--- src/sv/b64sig_pkg.sv ---
// ----------------------------------------------------------------------------
// b64sig_pkg
// Shared types, constants and the sextet lookup for the base64 signature
// checker.
// ----------------------------------------------------------------------------
package b64sig_pkg;

    // Characters of the stream that are decoded for the magic test.
    localparam int PREFIX_CHARS = 24;
    localparam int GROUP_CHARS  = (PREFIX_CHARS / 4) * 4;
    localparam int PREFIX_BYTES = (PREFIX_CHARS / 4) * 3;
    localparam int DCNT_W       = $clog2(PREFIX_BYTES + 1);

    // Only the leading bytes that a signature looks at are kept.
    localparam int MAGIC_BYTES  = 12;

    localparam int KIND_W = 3;
    localparam int MAXL_W = 26;
    localparam int CNT_W  = MAXL_W + 1;

    localparam logic [KIND_W-1:0] KIND_JPEG  = 3'd0;
    localparam logic [KIND_W-1:0] KIND_PNG   = 3'd1;
    localparam logic [KIND_W-1:0] KIND_GIF   = 3'd2;
    localparam logic [KIND_W-1:0] KIND_WEBP  = 3'd3;
    localparam logic [KIND_W-1:0] KIND_NONE  = 3'd4;

    localparam logic [MAXL_W-1:0] MAXL_RESET = '1;

    // APB register map, one 32-bit register per word address
    localparam int PADDR_W = 3;
    localparam logic REG_IMAGE_KIND = 1'b0;
    localparam logic REG_MAX_LEN    = 1'b1;

    typedef enum logic [2:0] {
        ST_OK     = 3'd0,
        ST_KIND   = 3'd1,
        ST_LONG   = 3'd2,
        ST_BAD    = 3'd3,
        ST_MAGIC  = 3'd4,
        ST_DECODE = 3'd5
    } status_t;

    typedef struct packed {
        logic [KIND_W-1:0] image_kind;
        logic [MAXL_W-1:0] max_len;
    } cfg_t;

    // Stream state after the current word, as seen by the status logic.
    typedef struct packed {
        logic [CNT_W-1:0]                  char_count;
        logic                              bad_char;
        logic                              decode_failed;
        logic [DCNT_W-1:0]                 decoded_count;
        logic [MAGIC_BYTES-1:0][7:0]       bytes;
    } stream_view_t;

    typedef struct packed {
        logic       is_pad;
        logic       is_bad;
        logic [5:0] val;
    } sextet_t;

    localparam logic [0:2][7:0] SIG_JPEG = {8'hFF, 8'hD8, 8'hFF};
    localparam logic [0:7][7:0] SIG_PNG  = {8'h89, 8'h50, 8'h4E, 8'h47,
                                            8'h0D, 8'h0A, 8'h1A, 8'h0A};
    localparam logic [0:3][7:0] SIG_GIF  = {8'h47, 8'h49, 8'h46, 8'h38};
    localparam logic [0:3][7:0] SIG_RIFF = {8'h52, 8'h49, 8'h46, 8'h46};
    localparam logic [0:3][7:0] SIG_WEBP = {8'h57, 8'h45, 8'h42, 8'h50};

    // Non-alphabet and '=' both decode as zero.
    function automatic sextet_t sextet_of(input logic [7:0] c);
        sextet_t s;
        s = '{is_pad: 1'b0, is_bad: 1'b0, val: 6'd0};
        if (c >= 8'h41 && c <= 8'h5A) begin
            s.val = 6'(c - 8'h41);
        end
        else if (c >= 8'h61 && c <= 8'h7A) begin
            s.val = 6'(c - 8'h61 + 8'd26);
        end
        else if (c >= 8'h30 && c <= 8'h39) begin
            s.val = 6'(c - 8'h30 + 8'd52);
        end
        else if (c == 8'h2B) begin
            s.val = 6'd62;
        end
        else if (c == 8'h2F) begin
            s.val = 6'd63;
        end
        else if (c == 8'h3D) begin
            s.is_pad = 1'b1;
        end
        else begin
            s.is_bad = 1'b1;
        end
        return s;
    endfunction

endpackage

--- src/sv/base64_image_signature_validator_unit.sv ---
// ----------------------------------------------------------------------------
// base64_image_signature_validator_unit
// Checks a base64 character stream against the configured image kind.
// ----------------------------------------------------------------------------
// One base64 character enters per word, at one word per clock while in_stall
// is low. Each word updates the stream state (count, alphabet flag, prefix
// decoder) in the same cycle it is taken; a word marked last_char or is_empty
// also loads a one-entry result register with the status, which appears on
// the next cycle. in_stall only rises while a finished status sits unclaimed
// in the result register and the output side stalls; otherwise the block
// takes a word every cycle.
// Software programs image_kind (reset: not allowed) and max_encoded_length
// over APB between streams. Status codes: 0 ok, 1 kind rejected, 2 too long,
// 3 bad character, 4 magic mismatch, 5 decode error; when several apply the
// order is 1, 2, 3, 5, 4. The magic and decode checks only apply to streams
// of at least 24 characters. is_empty ends a zero-length stream at once and
// drops any partial stream in progress.
module base64_image_signature_validator_unit (
    input  logic                           clk,
    input  logic                           rst_n,

    // character input
    input  logic                           in_valid,
    output logic                           in_stall,
    input  logic [7:0]                     encoded_char,
    input  logic                           is_empty,
    input  logic                           last_char,

    // status output
    output logic                           out_valid,
    input  logic                           out_stall,
    output logic [2:0]                     status,

    // APB configuration
    input  logic                           psel,
    input  logic                           penable,
    input  logic                           pwrite,
    input  logic [b64sig_pkg::PADDR_W-1:0] paddr,
    input  logic [31:0]                    pwdata,
    output logic [31:0]                    prdata,
    output logic                           pready
);

    b64sig_pkg::cfg_t          cfg;
    b64sig_pkg::stream_view_t  view;
    b64sig_pkg::status_t       verdict;
    b64sig_pkg::status_t       status_reg, status_next;
    logic                      out_valid_reg, out_valid_next;
    logic                      accept;
    logic                      done;

    b64sig_regs u_regs (
        .clk     (clk),
        .rst_n   (rst_n),
        .psel    (psel),
        .penable (penable),
        .pwrite  (pwrite),
        .paddr   (paddr),
        .pwdata  (pwdata),
        .prdata  (prdata),
        .pready  (pready),
        .cfg     (cfg)
    );

    // hold off input only while a status waits and output is stalled
    assign in_stall = out_valid_reg & out_stall;
    assign accept   = in_valid & ~in_stall;
    assign done     = accept & (is_empty | last_char);

    b64sig_stream u_stream (
        .clk          (clk),
        .rst_n        (rst_n),
        .take         (accept & ~is_empty),
        .clear        (done),
        .encoded_char (encoded_char),
        .max_len      (cfg.max_len),
        .view         (view)
    );

    b64sig_judge u_judge (
        .cfg     (cfg),
        .view    (view),
        .verdict (verdict)
    );

    // empty stream: only the kind check can fail
    always_comb
    begin
        status_next    = status_reg;
        out_valid_next = out_valid_reg & out_stall;
        if (done) begin
            out_valid_next = 1'b1;
            if (is_empty) begin
                status_next = (cfg.image_kind > b64sig_pkg::KIND_WEBP) ?
                              b64sig_pkg::ST_KIND : b64sig_pkg::ST_OK;
            end
            else begin
                status_next = verdict;
            end
        end
    end

    always_ff @(posedge clk or negedge rst_n)
    begin
        if (!rst_n) begin
            out_valid_reg <= 1'b0;
        end
        else begin
            out_valid_reg <= out_valid_next;
        end
    end

    always_ff @(posedge clk)
    begin
        status_reg <= status_next;
    end

    assign out_valid = out_valid_reg;
    assign status    = status_reg;

    a_done_gives_result: assert property (@(posedge clk) disable iff (!rst_n)
        done |=> out_valid_reg)
        else $error("stream end produced no status");

    a_kind_reject: assert property (@(posedge clk) disable iff (!rst_n)
        done && cfg.image_kind > b64sig_pkg::KIND_WEBP |=> status_reg == b64sig_pkg::ST_KIND)
        else $error("disallowed kind not reported");

endmodule

--- src/sv/b64sig_regs.sv ---
// ----------------------------------------------------------------------------
// b64sig_regs
// APB register file: image kind and length limit.
// ----------------------------------------------------------------------------
module b64sig_regs (
    input  logic                           clk,
    input  logic                           rst_n,
    input  logic                           psel,
    input  logic                           penable,
    input  logic                           pwrite,
    input  logic [b64sig_pkg::PADDR_W-1:0] paddr,
    input  logic [31:0]                    pwdata,
    output logic [31:0]                    prdata,
    output logic                           pready,
    output b64sig_pkg::cfg_t               cfg
);

    logic [b64sig_pkg::KIND_W-1:0] kind_reg, kind_next;
    logic [b64sig_pkg::MAXL_W-1:0] maxl_reg, maxl_next;
    logic                          wr_en;
    logic                          sel;

    assign pready = 1'b1;
    assign wr_en  = psel & penable & pwrite;
    assign sel    = paddr[2];

    always_comb
    begin
        kind_next = kind_reg;
        maxl_next = maxl_reg;
        if (wr_en) begin
            unique case (sel)
                b64sig_pkg::REG_IMAGE_KIND: kind_next = pwdata[b64sig_pkg::KIND_W-1:0];
                b64sig_pkg::REG_MAX_LEN:    maxl_next = pwdata[b64sig_pkg::MAXL_W-1:0];
                default: ;
            endcase
        end
    end

    always_ff @(posedge clk or negedge rst_n)
    begin
        if (!rst_n) begin
            kind_reg <= b64sig_pkg::KIND_NONE;
            maxl_reg <= b64sig_pkg::MAXL_RESET;
        end
        else begin
            kind_reg <= kind_next;
            maxl_reg <= maxl_next;
        end
    end

    always_comb
    begin
        unique case (sel)
            b64sig_pkg::REG_IMAGE_KIND: prdata = 32'(kind_reg);
            b64sig_pkg::REG_MAX_LEN:    prdata = 32'(maxl_reg);
            default:                    prdata = '0;
        endcase
    end

    assign cfg.image_kind = kind_reg;
    assign cfg.max_len    = maxl_reg;

endmodule

--- src/sv/b64sig_stream.sv ---
// ----------------------------------------------------------------------------
// b64sig_stream
// Per-stream state: char count, alphabet check, prefix decoder.
// ----------------------------------------------------------------------------
module b64sig_stream (
    input  logic                              clk,
    input  logic                              rst_n,
    input  logic                              take,    // word carries a char
    input  logic                              clear,   // stream ends this cycle
    input  logic [7:0]                        encoded_char,
    input  logic [b64sig_pkg::MAXL_W-1:0]     max_len,
    output b64sig_pkg::stream_view_t          view     // state after this char
);

    logic [b64sig_pkg::CNT_W-1:0]          cnt_reg, cnt_next, cnt_upd;
    logic                                  bad_reg, bad_next, bad_upd;
    logic [23:0]                           grp_reg, grp_next, grp_upd;
    logic [b64sig_pkg::DCNT_W-1:0]         dc_reg, dc_next, dc_upd;
    logic [1:0]                            ps_reg, ps_next, ps_upd;
    logic                                  fail_reg, fail_next, fail_upd;
    logic [b64sig_pkg::MAGIC_BYTES-1:0][7:0] byte_reg, byte_next, byte_upd;

    b64sig_pkg::sextet_t                   sx;
    logic                                  in_prefix;
    logic [1:0]                            pos;
    logic [1:0]                            pads;
    logic [1:0]                            nbytes;
    logic [b64sig_pkg::DCNT_W:0]           slot;
    logic [b64sig_pkg::DCNT_W:0]           dc_sum;

    assign sx        = b64sig_pkg::sextet_of(encoded_char);
    assign in_prefix = cnt_reg < b64sig_pkg::CNT_W'(b64sig_pkg::PREFIX_CHARS);
    assign pos       = cnt_reg[1:0];

    always_comb
    begin
        bad_upd  = bad_reg | sx.is_bad;
        ps_upd   = ps_reg;
        fail_upd = fail_reg;
        grp_upd  = grp_reg;
        dc_upd   = dc_reg;
        byte_upd = byte_reg;
        pads     = 2'd0;
        nbytes   = 2'd0;
        slot     = '0;
        dc_sum   = '0;

        if (in_prefix) begin
            if (sx.is_pad) begin
                if (pos < 2'd2 || ps_reg == 2'd3) begin
                    fail_upd = 1'b1;
                end
                else if (pos == 2'd2) begin
                    ps_upd = 2'd1;
                end
                else begin
                    ps_upd = ps_reg + 2'd1;
                end
            end
            else if (ps_reg != 2'd0) begin
                fail_upd = 1'b1;
            end
            grp_upd = {grp_reg[17:0], sx.val};

            // group closes: emit 3, 2 or 1 bytes
            if (pos == 2'd3 &&
                cnt_reg < b64sig_pkg::CNT_W'(b64sig_pkg::GROUP_CHARS)) begin
                pads   = (ps_upd <= 2'd2) ? ps_upd : 2'd0;
                nbytes = 2'd3 - pads;
                for (int i = 0; i < 3; i++) begin
                    slot = (b64sig_pkg::DCNT_W+1)'(dc_reg) + (b64sig_pkg::DCNT_W+1)'(i);
                    for (int j = 0; j < b64sig_pkg::MAGIC_BYTES; j++) begin
                        if (i < int'(nbytes) && slot == (b64sig_pkg::DCNT_W+1)'(j)) begin
                            byte_upd[j] = grp_upd[16-8*i +: 8];
                        end
                    end
                end
                dc_sum = (b64sig_pkg::DCNT_W+1)'(dc_reg) + (b64sig_pkg::DCNT_W+1)'(nbytes);
                if (dc_sum > (b64sig_pkg::DCNT_W+1)'(b64sig_pkg::PREFIX_BYTES)) begin
                    dc_upd = b64sig_pkg::DCNT_W'(b64sig_pkg::PREFIX_BYTES);
                end
                else begin
                    dc_upd = dc_sum[b64sig_pkg::DCNT_W-1:0];
                end
                if (ps_upd != 2'd0) begin
                    ps_upd = 2'd3;
                end
            end
        end

        // count saturates once past the limit
        if (cnt_reg <= {1'b0, max_len}) begin
            cnt_upd = cnt_reg + 1'b1;
        end
        else begin
            cnt_upd = cnt_reg;
        end
    end

    always_comb
    begin
        cnt_next  = cnt_reg;
        bad_next  = bad_reg;
        grp_next  = grp_reg;
        dc_next   = dc_reg;
        ps_next   = ps_reg;
        fail_next = fail_reg;
        byte_next = byte_reg;
        if (clear) begin
            cnt_next  = '0;
            bad_next  = 1'b0;
            grp_next  = '0;
            dc_next   = '0;
            ps_next   = 2'd0;
            fail_next = 1'b0;
        end
        else if (take) begin
            cnt_next  = cnt_upd;
            bad_next  = bad_upd;
            grp_next  = grp_upd;
            dc_next   = dc_upd;
            ps_next   = ps_upd;
            fail_next = fail_upd;
            byte_next = byte_upd;
        end
    end

    always_ff @(posedge clk or negedge rst_n)
    begin
        if (!rst_n) begin
            cnt_reg  <= '0;
            bad_reg  <= 1'b0;
            grp_reg  <= '0;
            dc_reg   <= '0;
            ps_reg   <= 2'd0;
            fail_reg <= 1'b0;
        end
        else begin
            cnt_reg  <= cnt_next;
            bad_reg  <= bad_next;
            grp_reg  <= grp_next;
            dc_reg   <= dc_next;
            ps_reg   <= ps_next;
            fail_reg <= fail_next;
        end
    end

    // decoded bytes: only entries below the decoded count are ever read
    always_ff @(posedge clk)
    begin
        byte_reg <= byte_next;
    end

    assign view.char_count    = cnt_upd;
    assign view.bad_char      = bad_upd;
    assign view.decode_failed = fail_upd;
    assign view.decoded_count = dc_upd;
    assign view.bytes         = byte_upd;

    a_dc_bound: assert property (@(posedge clk) disable iff (!rst_n)
        dc_reg <= b64sig_pkg::DCNT_W'(b64sig_pkg::PREFIX_BYTES))
        else $error("decoded count past prefix size");

    a_pad_closed: assert property (@(posedge clk) disable iff (!rst_n)
        ps_reg == 2'd3 |-> dc_reg != '0)
        else $error("padded group closed without bytes");

endmodule

--- src/sv/b64sig_judge.sv ---
// ----------------------------------------------------------------------------
// b64sig_judge
// End-of-stream status: priority of checks and magic signature compare.
// ----------------------------------------------------------------------------
module b64sig_judge (
    input  b64sig_pkg::cfg_t          cfg,
    input  b64sig_pkg::stream_view_t  view,
    output b64sig_pkg::status_t       verdict
);

    logic jpeg_ok, png_ok, gif_ok, riff_ok, webp_ok;
    logic sig_hit;
    logic long_stream;

    always_comb
    begin
        jpeg_ok = 1'b1;
        png_ok  = 1'b1;
        gif_ok  = 1'b1;
        riff_ok = 1'b1;
        webp_ok = 1'b1;
        for (int k = 0; k < 3; k++) begin
            if (view.decoded_count <= b64sig_pkg::DCNT_W'(k) ||
                view.bytes[k] != b64sig_pkg::SIG_JPEG[k]) begin
                jpeg_ok = 1'b0;
            end
        end
        for (int k = 0; k < 8; k++) begin
            if (view.decoded_count <= b64sig_pkg::DCNT_W'(k) ||
                view.bytes[k] != b64sig_pkg::SIG_PNG[k]) begin
                png_ok = 1'b0;
            end
        end
        for (int k = 0; k < 4; k++) begin
            if (view.decoded_count <= b64sig_pkg::DCNT_W'(k) ||
                view.bytes[k] != b64sig_pkg::SIG_GIF[k]) begin
                gif_ok = 1'b0;
            end
            if (view.decoded_count <= b64sig_pkg::DCNT_W'(k) ||
                view.bytes[k] != b64sig_pkg::SIG_RIFF[k]) begin
                riff_ok = 1'b0;
            end
            // "WEBP" sits at bytes 8..11
            if (view.decoded_count <= b64sig_pkg::DCNT_W'(k + 8) ||
                view.bytes[k+8] != b64sig_pkg::SIG_WEBP[k]) begin
                webp_ok = 1'b0;
            end
        end
    end

    always_comb
    begin
        unique case (cfg.image_kind)
            b64sig_pkg::KIND_JPEG: sig_hit = jpeg_ok;
            b64sig_pkg::KIND_PNG:  sig_hit = png_ok;
            b64sig_pkg::KIND_GIF:  sig_hit = gif_ok;
            b64sig_pkg::KIND_WEBP: sig_hit = riff_ok & webp_ok;
            default:               sig_hit = 1'b0;
        endcase
    end

    assign long_stream = view.char_count >= b64sig_pkg::CNT_W'(b64sig_pkg::PREFIX_CHARS);

    always_comb
    begin
        priority if (cfg.image_kind > b64sig_pkg::KIND_WEBP) begin
            verdict = b64sig_pkg::ST_KIND;
        end
        else if (view.char_count > {1'b0, cfg.max_len}) begin
            verdict = b64sig_pkg::ST_LONG;
        end
        else if (view.bad_char) begin
            verdict = b64sig_pkg::ST_BAD;
        end
        else if (long_stream && view.decode_failed) begin
            verdict = b64sig_pkg::ST_DECODE;
        end
        else if (long_stream && (view.decoded_count < b64sig_pkg::DCNT_W'(3) || !sig_hit)) begin
            verdict = b64sig_pkg::ST_MAGIC;
        end
        else begin
            verdict = b64sig_pkg::ST_OK;
        end
    end

endmodule
--- config.mk ---
export PLATFORM = sky130hd
export DESIGN_NAME = base64_image_signature_validator_unit
export DESIGN_NICKNAME = d
export VERILOG_FILES = /design/src/sv/b64sig_pkg.sv /design/src/sv/base64_image_signature_validator_unit.sv /design/src/sv/b64sig_regs.sv /design/src/sv/b64sig_stream.sv /design/src/sv/b64sig_judge.sv
export SDC_FILE = /design/constraint.sdc
export NUM_CORES = 1
export LEC_CHECK = 0
export BUFFER_PORTS_ARGS = -buffer_cell sky130_fd_sc_hd__buf_2
export CAP_MARGIN = 20
export CORE_ASPECT_RATIO = 1.4
export CORE_MARGIN = 1.5
export CORE_UTILIZATION = 35
export DETAILED_ROUTE_END_ITERATION = 6
export PLACE_DENSITY = 0.57
export SYNTH_ARGS = -nofsm -noshare
export SYNTH_HDL_FRONTEND = slang
export SYNTH_SLANG_ARGS = --single-unit
export TNS_END_PERCENT = 50
--- constraint.sdc ---
create_clock -name clk -period 6.4 [get_ports clk]
set_clock_uncertainty 0.15 [all_clocks]
set_input_delay 1.28 -clock clk [delete_from_list [all_inputs] [get_ports clk]]
set_output_delay 1.28 -clock clk [all_outputs]
set_load 0.03 [all_outputs]
Word level (Yosys, flattened, before mapping)

Index checks and enable logic that the tools add are counted.
Widths: inputs -> output; s select.

Bits in registers: 183
Input bits: 52
Output and inout bits: 38

$add $sub $neg: 11
$lt $le $gt $ge: 30
Equal/unequal tests: 63
Multiplexer cells: 112
Bitwise operators: 13
Reduce and logical (&&, ||, !) cells: 78

Operators with widths:

| kind                  | count |
|---|---|
| $mux 8                | 36 |
| $mux 96               | 2 |
| $ne 8x7->1 const B    | 12 |
| $mux 27               | 3 |
| $pmux 32 s2           | 1 |
| $mux 18               | 3 |
| $eq 6x3->1 const B    | 8 |
| $eq 6x4->1 const B    | 8 |
| $logic_and 1x1->1     | 42 |
| $mux 1                | 35 |
| $ne 8x8->1 const B    | 4 |
| $mux 2                | 15 |
| $mux 6                | 5 |
| $add 27x1->27 const B | 1 |
| $ge 27x5->1 const B   | 1 |
| $gt 27x26->1          | 1 |
| $le 27x26->1          | 1 |
| $lt 27x5->1 const B   | 1 |
| $mux 5                | 5 |
| $eq 6x2->1 const B    | 4 |
| $eq 8x6->1 const B    | 3 |
| $ne 8x4->1 const B    | 3 |
| $logic_or 1x1->1      | 23 |
| $eq 5x3->1 const B    | 4 |
| other kinds (43)      | 86 |

Longest topological paths before layout

Gate-level depths: netlist (run 1).

Depth after elaboration: 39
Gate-level depth with buffers: 29
Depth with buffers taken out: 27

Hierarchy

Synthesis (run 1) repeated with hierarchy kept, for this count alone.

Cells, all modules: 1661
Area, all modules: 14677.8 µm²

Modules (own cells, without submodules):

| module                                | times used | cells each | area an instance (µm²) | sequential area each (µm²) |
|---|---|---|---|---|
| b64sig_stream                         | 1          | 1385       | 11828.8                | 4234.1 |
| b64sig_regs                           | 1          | 100        | 1466.4                 | 759.5 |
| b64sig_judge                          | 1          | 164        | 1209.9                 | 0.0 |
| base64_image_signature_validator_unit | 1          | 12         | 172.7                  | 115.1 |

Least setup slack after synthesis (run 1)

No wires, ideal clock.

Kind: input to register
From: in encoded_char[2]
To: reg status_reg[2], in the netlist status[2] (data pin)
Arrival time: 6371 ps
Required time: 5986 ps
Setup slack: -385 ps
Stages: 28
Path buffers: 2
Path through: clkbuf_1 inv_1 ha_1 nand2b_1 a32o_1 nor2_1 or3_1 a21oi_1 nor3_1 o21ai_0 inv_1 ha_1 buf_2 inv_1 ha_1 inv_1 fa_1 nand2b_1 nor4bb_1 a221oi_1 o41ai_2 nor2_1 a21bo_1 or4_1 nor4_1 nand4_1 o2111ai_1 a21oi_1

Cells in the longest elaborated chain, start to end: 39
Elaborated cells on any way between the ends: 209
Classes of those cells: 7 x add/sub; 24 x order compare; 24 x eq/ne; 88 x mux; 2 x bitwise; 64 x reduce/logical

Ends and longest elaborated chain:

| item                                                                | RTL line                                     | RTL |
|---|---|---|
| start: declaration                                                  | base64_image_signature_validator_unit.sv:25  | `input logic [7:0] encoded_char,` |
| parallel branches: the longest is 35 deep, another holds $ge 8x6->1 | --                                           |  |
| $mux 3 *                                                            | b64sig_judge.sv:72                           | `else if (view.bad_char) begin` |
| $mux 3 *                                                            | b64sig_judge.sv:69                           | `else if (view.char_count > {1'b0, cfg.max_len}) begin` |
| $mux 3 *                                                            | b64sig_judge.sv:66                           | `priority if (cfg.image_kind > b64sig_pkg::KIND_WEBP) begin` |
| $mux 3 *                                                            | base64_image_signature_validator_unit.sv:93  | `if (is_empty) begin` |
| end signal: assignment                                              | base64_image_signature_validator_unit.sv:115 | `status_reg <= status_next;` |
| end: declaration                                                    | base64_image_signature_validator_unit.sv:47  | `b64sig_pkg::status_t status_reg, status_next;` |

Mark *: on every way between the ends. The select of a mux whose other input is x is not followed.
A chain may end at the register's enable or synchronous reset.

Final worst setup path (run 1)

From: in encoded_char[3]
To: reg status_reg[2], in the netlist status[2] (data pin)

The elaborated chain is that of the path after synthesis.

==> results of run 1 <==
-- logic make-up after synthesis --
logic type               Yosys count
AND/OR/NAND/NOR                  656
AO/OA/AOI/OAI                    497
buffers and inverters            202
flip-flops                       183
multiplexers                     101
adder cells (fa/ha/maj)           71
XOR/XNOR                          30
other                              2
-- area by class of cell --
type,instances,area (sq um)
Sequential cell,183,5109
Multi-Input combinational cell,1362,9464
Timing Repair Buffer,348,2555
Inverter,71,274.0
Clock buffer,21,481.7
Fill cell,4153,23780
Tap cell,546,683.2
Clock inverter,11,81.33
-- power groups by stage --
stage,clock (mW),combinational (mW),sequential (mW)
floorplan,0,0.371,1.40
global placement,0,0.591,1.41
detailed placement,0,0.599,1.41
CTS,1.09,0.606,1.39
global route,1.12,0.675,1.40
finish,1.08,0.620,1.39
-- layer usage --
metal / GRT usage, % / vias to the layer above / part of all wire (%)
met5: 0 / - / 0
met4: 17.17 / 0 / 6.9
li1: - / 7000 / -
met3: 3.556 / 214 / 5.8
met2: 43.95 / 629 / 48
met1: 31.70 / 7301 / 39
-- placed cells by master (no fill, tap or decap), drive strengths merged, types with 8 or more instances in the layout --
| cell | synthesis | final |
|---|---|---|
| a22o | 25 | 25 |
| a2111oi | 15 | 15 |
| or3 | 13 | 13 |
| nor3 | 58 | 58 |
| inv | 69 | 78 |
| o2111ai | 13 | 13 |
| nor2 | 155 | 155 |
| buf | 56 | 348 |
| and2 | 38 | 38 |
| mux2i | 62 | 62 |
| a21o | 18 | 18 |
| mux2 | 39 | 39 |
| nand2b | 26 | 26 |
| o31ai | 12 | 12 |
| nor4 | 26 | 26 |
| nand3 | 63 | 63 |
| dfstp | 27 | 27 |
| a21oi | 102 | 102 |
| nor2b | 13 | 13 |
| xor2 | 11 | 11 |
| dfrtp | 57 | 57 |
| o21ai | 108 | 108 |
| nand2 | 150 | 150 |
| o21a | 15 | 15 |
| o211ai | 45 | 45 |
| or2 | 9 | 9 |
| xnor2 | 19 | 19 |
| a211oi | 35 | 35 |
| nor4b | 9 | 9 |
| a2111o | 8 | 8 |
| a211o | 20 | 20 |
| and3 | 14 | 14 |
| clkbuf | 75 | 21 |
| edfxtp | 99 | 99 |
| ha | 70 | 70 |
| a31oi | 22 | 22 |
| nand4 | 29 | 29 |
-- per-stage QoR --
step	setup slack, ns	instances
after floorplan	0.01818	1747
after global routing	-0.1816	2542
after global placement	-0.7973	2500
after CTS	0.02091	2536
after detailed placement	-0.8056	2500
final	0.08413	2542
-- path summary, 6_finish.rpt --
| kind | startpoint | endpoint | slack [ns] | depth (start not counted) |
|---|---|---|---|---|
| max | encoded_char[3] | status[2] | 0.08 | 28 |
| min | u_stream.bad_reg | u_stream.bad_reg | 0.38 | 2 |
| max reg2reg | u_regs.maxl_reg[18] | status[0] | 0.37 | 24 |
| min reg2reg | u_stream.bad_reg | u_stream.bad_reg | 0.38 | 2 |
| max in group asynchronous | rst_n | u_stream.ps_reg[0] | 4.41 | 2 |
| min in group asynchronous | rst_n | u_stream.bad_reg | 0.49 | 1 |
-- critical path, stage by stage --
cell,delay [ns]
buf_4,0.14
ha_4,0.17
nor2b_2,0.13
a32o_2,0.18
nor2_2,0.04
or3_4,0.37
a21oi_4,0.29
nor3_4,0.10
o21ai_2,0.17
inv_1,0.06
ha_2,0.19
inv_2,0.07
ha_4,0.14
inv_2,0.04
fa_1,0.57
nand2b_4,0.15
a32o_1,0.20
a221oi_2,0.09
o41ai_2,0.40
buf_4,0.20
o211ai_1,0.20
nor4b_2,0.28
nand4b_1,0.21
nor4_4,0.20
buf_4,0.16
nand4_1,0.15
o2111ai_1,0.12
a21oi_1,0.09
-- repair_timing --
| item | in CTS | in global routing |
|---|---|---|
| endpoints found under the setup margin | 1 | 1 |
| resized for setup | 17 | 49 |
| hold endpoints to repair | 0 | 0 |
| buffers inserted | 4 | 7 |
| pin swaps | 12 | 24 |
==> results.yml, run 1 <==
setup_path:
  crit_required_ns: 6.45
  crit_path_start_kind: "primary input"
  cp.arrival_ns: 6.37
  crit_path_max_fanout: 4
  worstSetupEndpointType: "register"
  crit_type: "in -> reg"
synth:
  synth_cell_types: 99
  synth-seq-area-share_pct: 33.78
  yosysTopAreaCellShare_pct: 19.66
  ys_top_cells_by_count: "nor2_1 (153), nand2_1 (150), o21ai_0 (102)"
  synthFlopType: "edfxtp_1"
  synthXorXnorAreaFrac_pct: 1.737
  netlist_instances: 1742
  synth_top_family_by_area: "simple AND/OR/NAND/NOR gates"
  synth_area_sq_mm: 0.01512
  yosysMostFrequentCell: "nor2_1"
  ys_warn_count: 0
  yosys.area_share.simple_pct: 23.02
  synth_top_cell_by_area: "edfxtp_1"
  synth_area_leaders: "edfxtp_1 (20%), dfrtp_1 (9.4%), ha_1 (5.8%)"
  synth_seq_cells: 183
  synth_compound_area_share_pct: 22.73
  synth_mux_area_share_pct: 7.007
  synthAdderAreaFrac_pct: 5.923
  synthArstFlopShare_pct: 45.90
  syn_avg_cell_area_sq_um: 8.682
  synth_edf_count: 99
layout:
  fin_util_pct: 43.95
  num_antenna_cells: 0
  largest_reg_flops: 96
  syn2layout_area_growth_pct: 23.30
  final_nets: 2106
  drive_gt1_share_pct: 27.30
  final_area_sq_mm: 0.01865
placement:
  placed_cell_area_sq_mm: 0.01771
  hpwlAfterDp_mm: 42.61
  finalWeightedCongestion: 0.9371
  io_buffers: 74
power:
  power_frac_comb_pct: 20.1
  peakVddDrop_mv: 0.1608
  p_sw_share_pct: 31.37
  seq_power_share_pct: 45.0
  p_leak_nw: 7.940
  switchingPower_mw: 0.9694
  p_total_mw: 3.090
  p_clk_share_pct: 34.9
  internal-power_mw: 2.121
  p_per_area_mw_per_mm2: 165.7
sta:
  setup_viol: 0
  worst_slew_pin_slew_ns: 1.226
  fmax_mhz: 158.3
  maxSlewViolCount: 0
  slew_headroom_pct: 17.57
  whs_ns: 0.3835
  fin_setup_tns_ns: 0
  finalCritPeriodShare_pct: 98.69
  timing.final.hold_violations: 0
  finalCriticalPeriod_ns: 6.316
min_path:
  hp-class: "reg -> reg"
run_status:
  status: "complete, no violations"
floorplanning:
  die_h_microns: 249.0
  rows: 89
  die_width_microns: 178.7
  start_util_pct: 35.65
  io_pins: 90
  dieArea_sq_mm: 0.04449
  core_area_sq_mm: 0.04243
cts:
  root_buffer: "clkbuf_16"
  cts_tree: "yes"
  cts_sinks: 183
  cts_htree_levels: 4
  clk_pin_slew_ns: 0.08
  cts_hold_buffers: 0
  clk_latency_ns: 0.47
  cts.path.max_buffers: 2
  cts_buffers: 17
drt:
  vias: 15140
  drtIter0Drc: 1333
  wire_per_inst_microns: 23.19
  avgViaCountPerCell: 5.958
  route.detailed.drc: 0
  dr.pass1.iters: 6
  routed_wirelength_mm: 58.96
  drtAntennaViolNets: 0
global_route:
  grt_first_pass_wirelength_mm: 89.22
  grt_antenna_before_repair: 0
  grt_max_degree: 73
  grt_pass1_vias: 14750
  grt_overflow: 0
  grt_usage_pct: 26.46
flow_run:
  drv_cap: 0
Power figures use the tool's default switching activity.
==> inputs of run 2 (changes only) <==
--- a/config.mk
+++ b/config.mk
@@ -14,5 +14,6 @@
 export PLACE_DENSITY = 0.57
 export SYNTH_ARGS = -nofsm -noshare
 export SYNTH_HDL_FRONTEND = slang
+export SYNTH_HIERARCHICAL = 1
 export SYNTH_SLANG_ARGS = --single-unit
 export TNS_END_PERCENT = 50
==> results.yml, run 2 <==
run_status:
  status: "complete, no violations"
layout:
  largest_reg_flops: 96
  num_antenna_cells: 0
  final_nets: 1950
  seq_area_sq_mm: 0.005109
  final_cell_mix: "buf_4 (192), nor2_1 (152), nand2_1 (146), a21oi_1 (132), mux2i_1 (108)"
  syn2layout_area_growth_pct: 18.71
  multi_input_area_sq_mm: 0.008886
  nFillCells: 4114
  fin_util_pct: 42.20
  drive_gt1_share_pct: 23.15
  final_common_cell: "buf_4"
  final_area_sq_mm: 0.01742
setup_path:
  crit_type: "in -> reg"
  slowest_delay_ns: 0.58
  cp.arrival_ns: 6.15
  worstSetupEndpointType: "register"
  slowest_stage: "or4_4"
  crit_required_ns: 6.46
  crit_path_start_kind: "primary input"
  crit_path_max_fanout: 5
  crit_top_cell: "buf_4"
drt:
  avgViaCountPerCell: 5.707
  route.detailed.drc: 0
  wire_per_inst_microns: 20.60
  vias: 13580
  drtAntennaViolNets: 0
  dr.pass1.iters: 7
  routed_wirelength_mm: 49.02
  drtIter0Drc: 1147
cts:
  cts_hold_buffers: 0
  clk_pin_slew_ns: 0.07
  cts_htree_levels: 4
  cts.path.max_buffers: 2
  clk_latency_ns: 0.46
  root_buffer: "clkbuf_16"
  cts_sinks: 183
  cts_setup_buffers: 0
  cts_buffers: 17
  cts_tree: "yes"
synth:
  synth_seq_cells: 183
  ys_warn_count: 6
  syn_avg_cell_area_sq_um: 8.837
  yosysMostFrequentCell: "nor2_1"
  synth_top_cell_by_area: "edfxtp_1"
  netlist_instances: 1661
  synth_area_sq_mm: 0.01468
  ys_top_cells_by_count: "nor2_1 (154), nand2_1 (146), a21oi_1 (133)"
  yosysTopAreaCellShare_pct: 20.25
  synth_cell_types: 88
  synth_edf_count: 99
  synth_area_leaders: "edfxtp_1 (20%), dfrtp_1 (9.7%), mux2i_1 (7.4%)"
  synth-seq-area-share_pct: 34.81
  synthFlopType: "edfxtp_1"
  synthArstFlopShare_pct: 45.90
power:
  peakVddDrop_mv: 0.1344
  p_leak_nw: 7.797
  p_per_area_mw_per_mm2: 209.2
  p_total_mw: 3.644
placement:
  finalWeightedCongestion: 0.8838
  io_buffers: 74
  hpwlAfterDp_mm: 35.10
  placed_cell_area_sq_mm: 0.01679
  dp_slack_ns: -0.6208
sta:
  worst_slew_pin_slew_ns: 0.9848
  finalCritPeriodShare_pct: 95.14
  maxSlewViolCount: 0
  slew_headroom_pct: 34.35
  whs_ns: 0.3614
  timing.final.hold_violations: 0
  finalWorstSetupSlack_ns: 0.3107
  finalCriticalPeriod_ns: 6.089
  fmax_mhz: 164.2
  setup_viol: 0
global_route:
  grt_pass1_vias: 13420
  grt_antenna_before_repair: 0
  grt_first_pass_wirelength_mm: 75.93
  grt_max_degree: 99
  grt_usage_pct: 22.82
  grt_overflow: 0
floorplanning:
  rows: 88
  core_area_sq_mm: 0.04129
  io_pins: 90
  die_h_microns: 245.3
  start_util_pct: 35.55
  dieArea_sq_mm: 0.04319
  die_width_microns: 176.1
min_path:
  hp-class: "reg -> reg"
flow_run:
  drv_cap: 0
-- run 2: cell count changes after synthesis, moves of 24 or more --
cell	change
buf_2	-24
mux2i_1	+46
a211oi_1	+24
a21oi_1	+33
clkbuf_1	+24
nor3_1	-40
-- run 2: metal layers --
layer  vias up  global-route usage (%)  wire (microns)
met1      6605                   26.12           19250
met5         -                       0               0
met2       412                   40.78           25150
met3       119                   2.876            2000
met4         0                   12.67            2617
li1       6447                       -               -
-- run 2: final cells by class --
cell class,instances,share of cell area (%)
Multi-Input combinational cell,1281,51.00
Sequential cell,183,29.32
Timing Repair Buffer,271,11.06
Tap cell,540,3.878
Clock buffer,18,2.463
Inverter,73,1.573
Clock inverter,14,0.7109
-- run 2: worst paths after layout --
path                                          from                    to  slack [ns]  depth (start not counted)
worst max-delay path               encoded_char[6]             status[2]        0.31                         25
worst max register to register  u_regs/maxl_reg[9]             status[0]        0.95                         21
worst min register to register   u_stream/fail_reg     u_stream/fail_reg        0.36                          1
min in group asynchronous                    rst_n  u_stream/cnt_reg[21]        0.51                          1
max in group asynchronous                    rst_n    u_stream/ps_reg[0]        4.37                          2
worst min-delay path             u_stream/fail_reg     u_stream/fail_reg        0.36                          1
-- run 2: through the flow --
| stage | setup TNS [ns] | cells |
|---|---|---|
| global placement | -0.4983 | 2348 |
| global route | -0.002983 | 2380 |
| finish | 0 | 2380 |
| CTS | 0 | 2380 |
| detailed placement | -0.6208 | 2348 |
| floorplan | -0.1165 | 1666 |
-- run 2: worst max-delay path, delay by kind of cell --
family / cells / cell delay, ns
compound gates: 6 / 1.00
simple gates: 10 / 2.43
buf+inv: 6 / 0.65
fa+ha+maj: 3 / 0.78
-- run 2: timing repair --
item                       in CTS  in global routing
pin swaps                       1                  2
cloned                          0                  0
setup endpoints to repair       1                  1
gates resized for setup         5                  9
-- run 2: cells by family (layout without fill, tap and decap cells) --
| kind of cell | count (synthesis) | count (layout) | share of synthesized area [%] |
|---|---|---|---|
| multiplexers | 162 | 162 | 12.02 |
| AND/OR/NAND/NOR | 575 | 575 | 20.38 |
| other | 2 | 7 | 0.05117 |
| flip-flops | 183 | 183 | 34.81 |
| buffers and inverters | 202 | 376 | 5.703 |
| XOR/XNOR | 33 | 33 | 1.969 |
| adder cells (fa/ha/maj) | 71 | 71 | 6.103 |
| AO/OA/AOI/OAI | 433 | 433 | 18.97 |
-- run 2: report_power, final --
group	switching (mW)	internal (mW)
sequential	0.112	1.37
clock	0.513	0.541
combinational	0.630	0.480
total	1.26	2.39
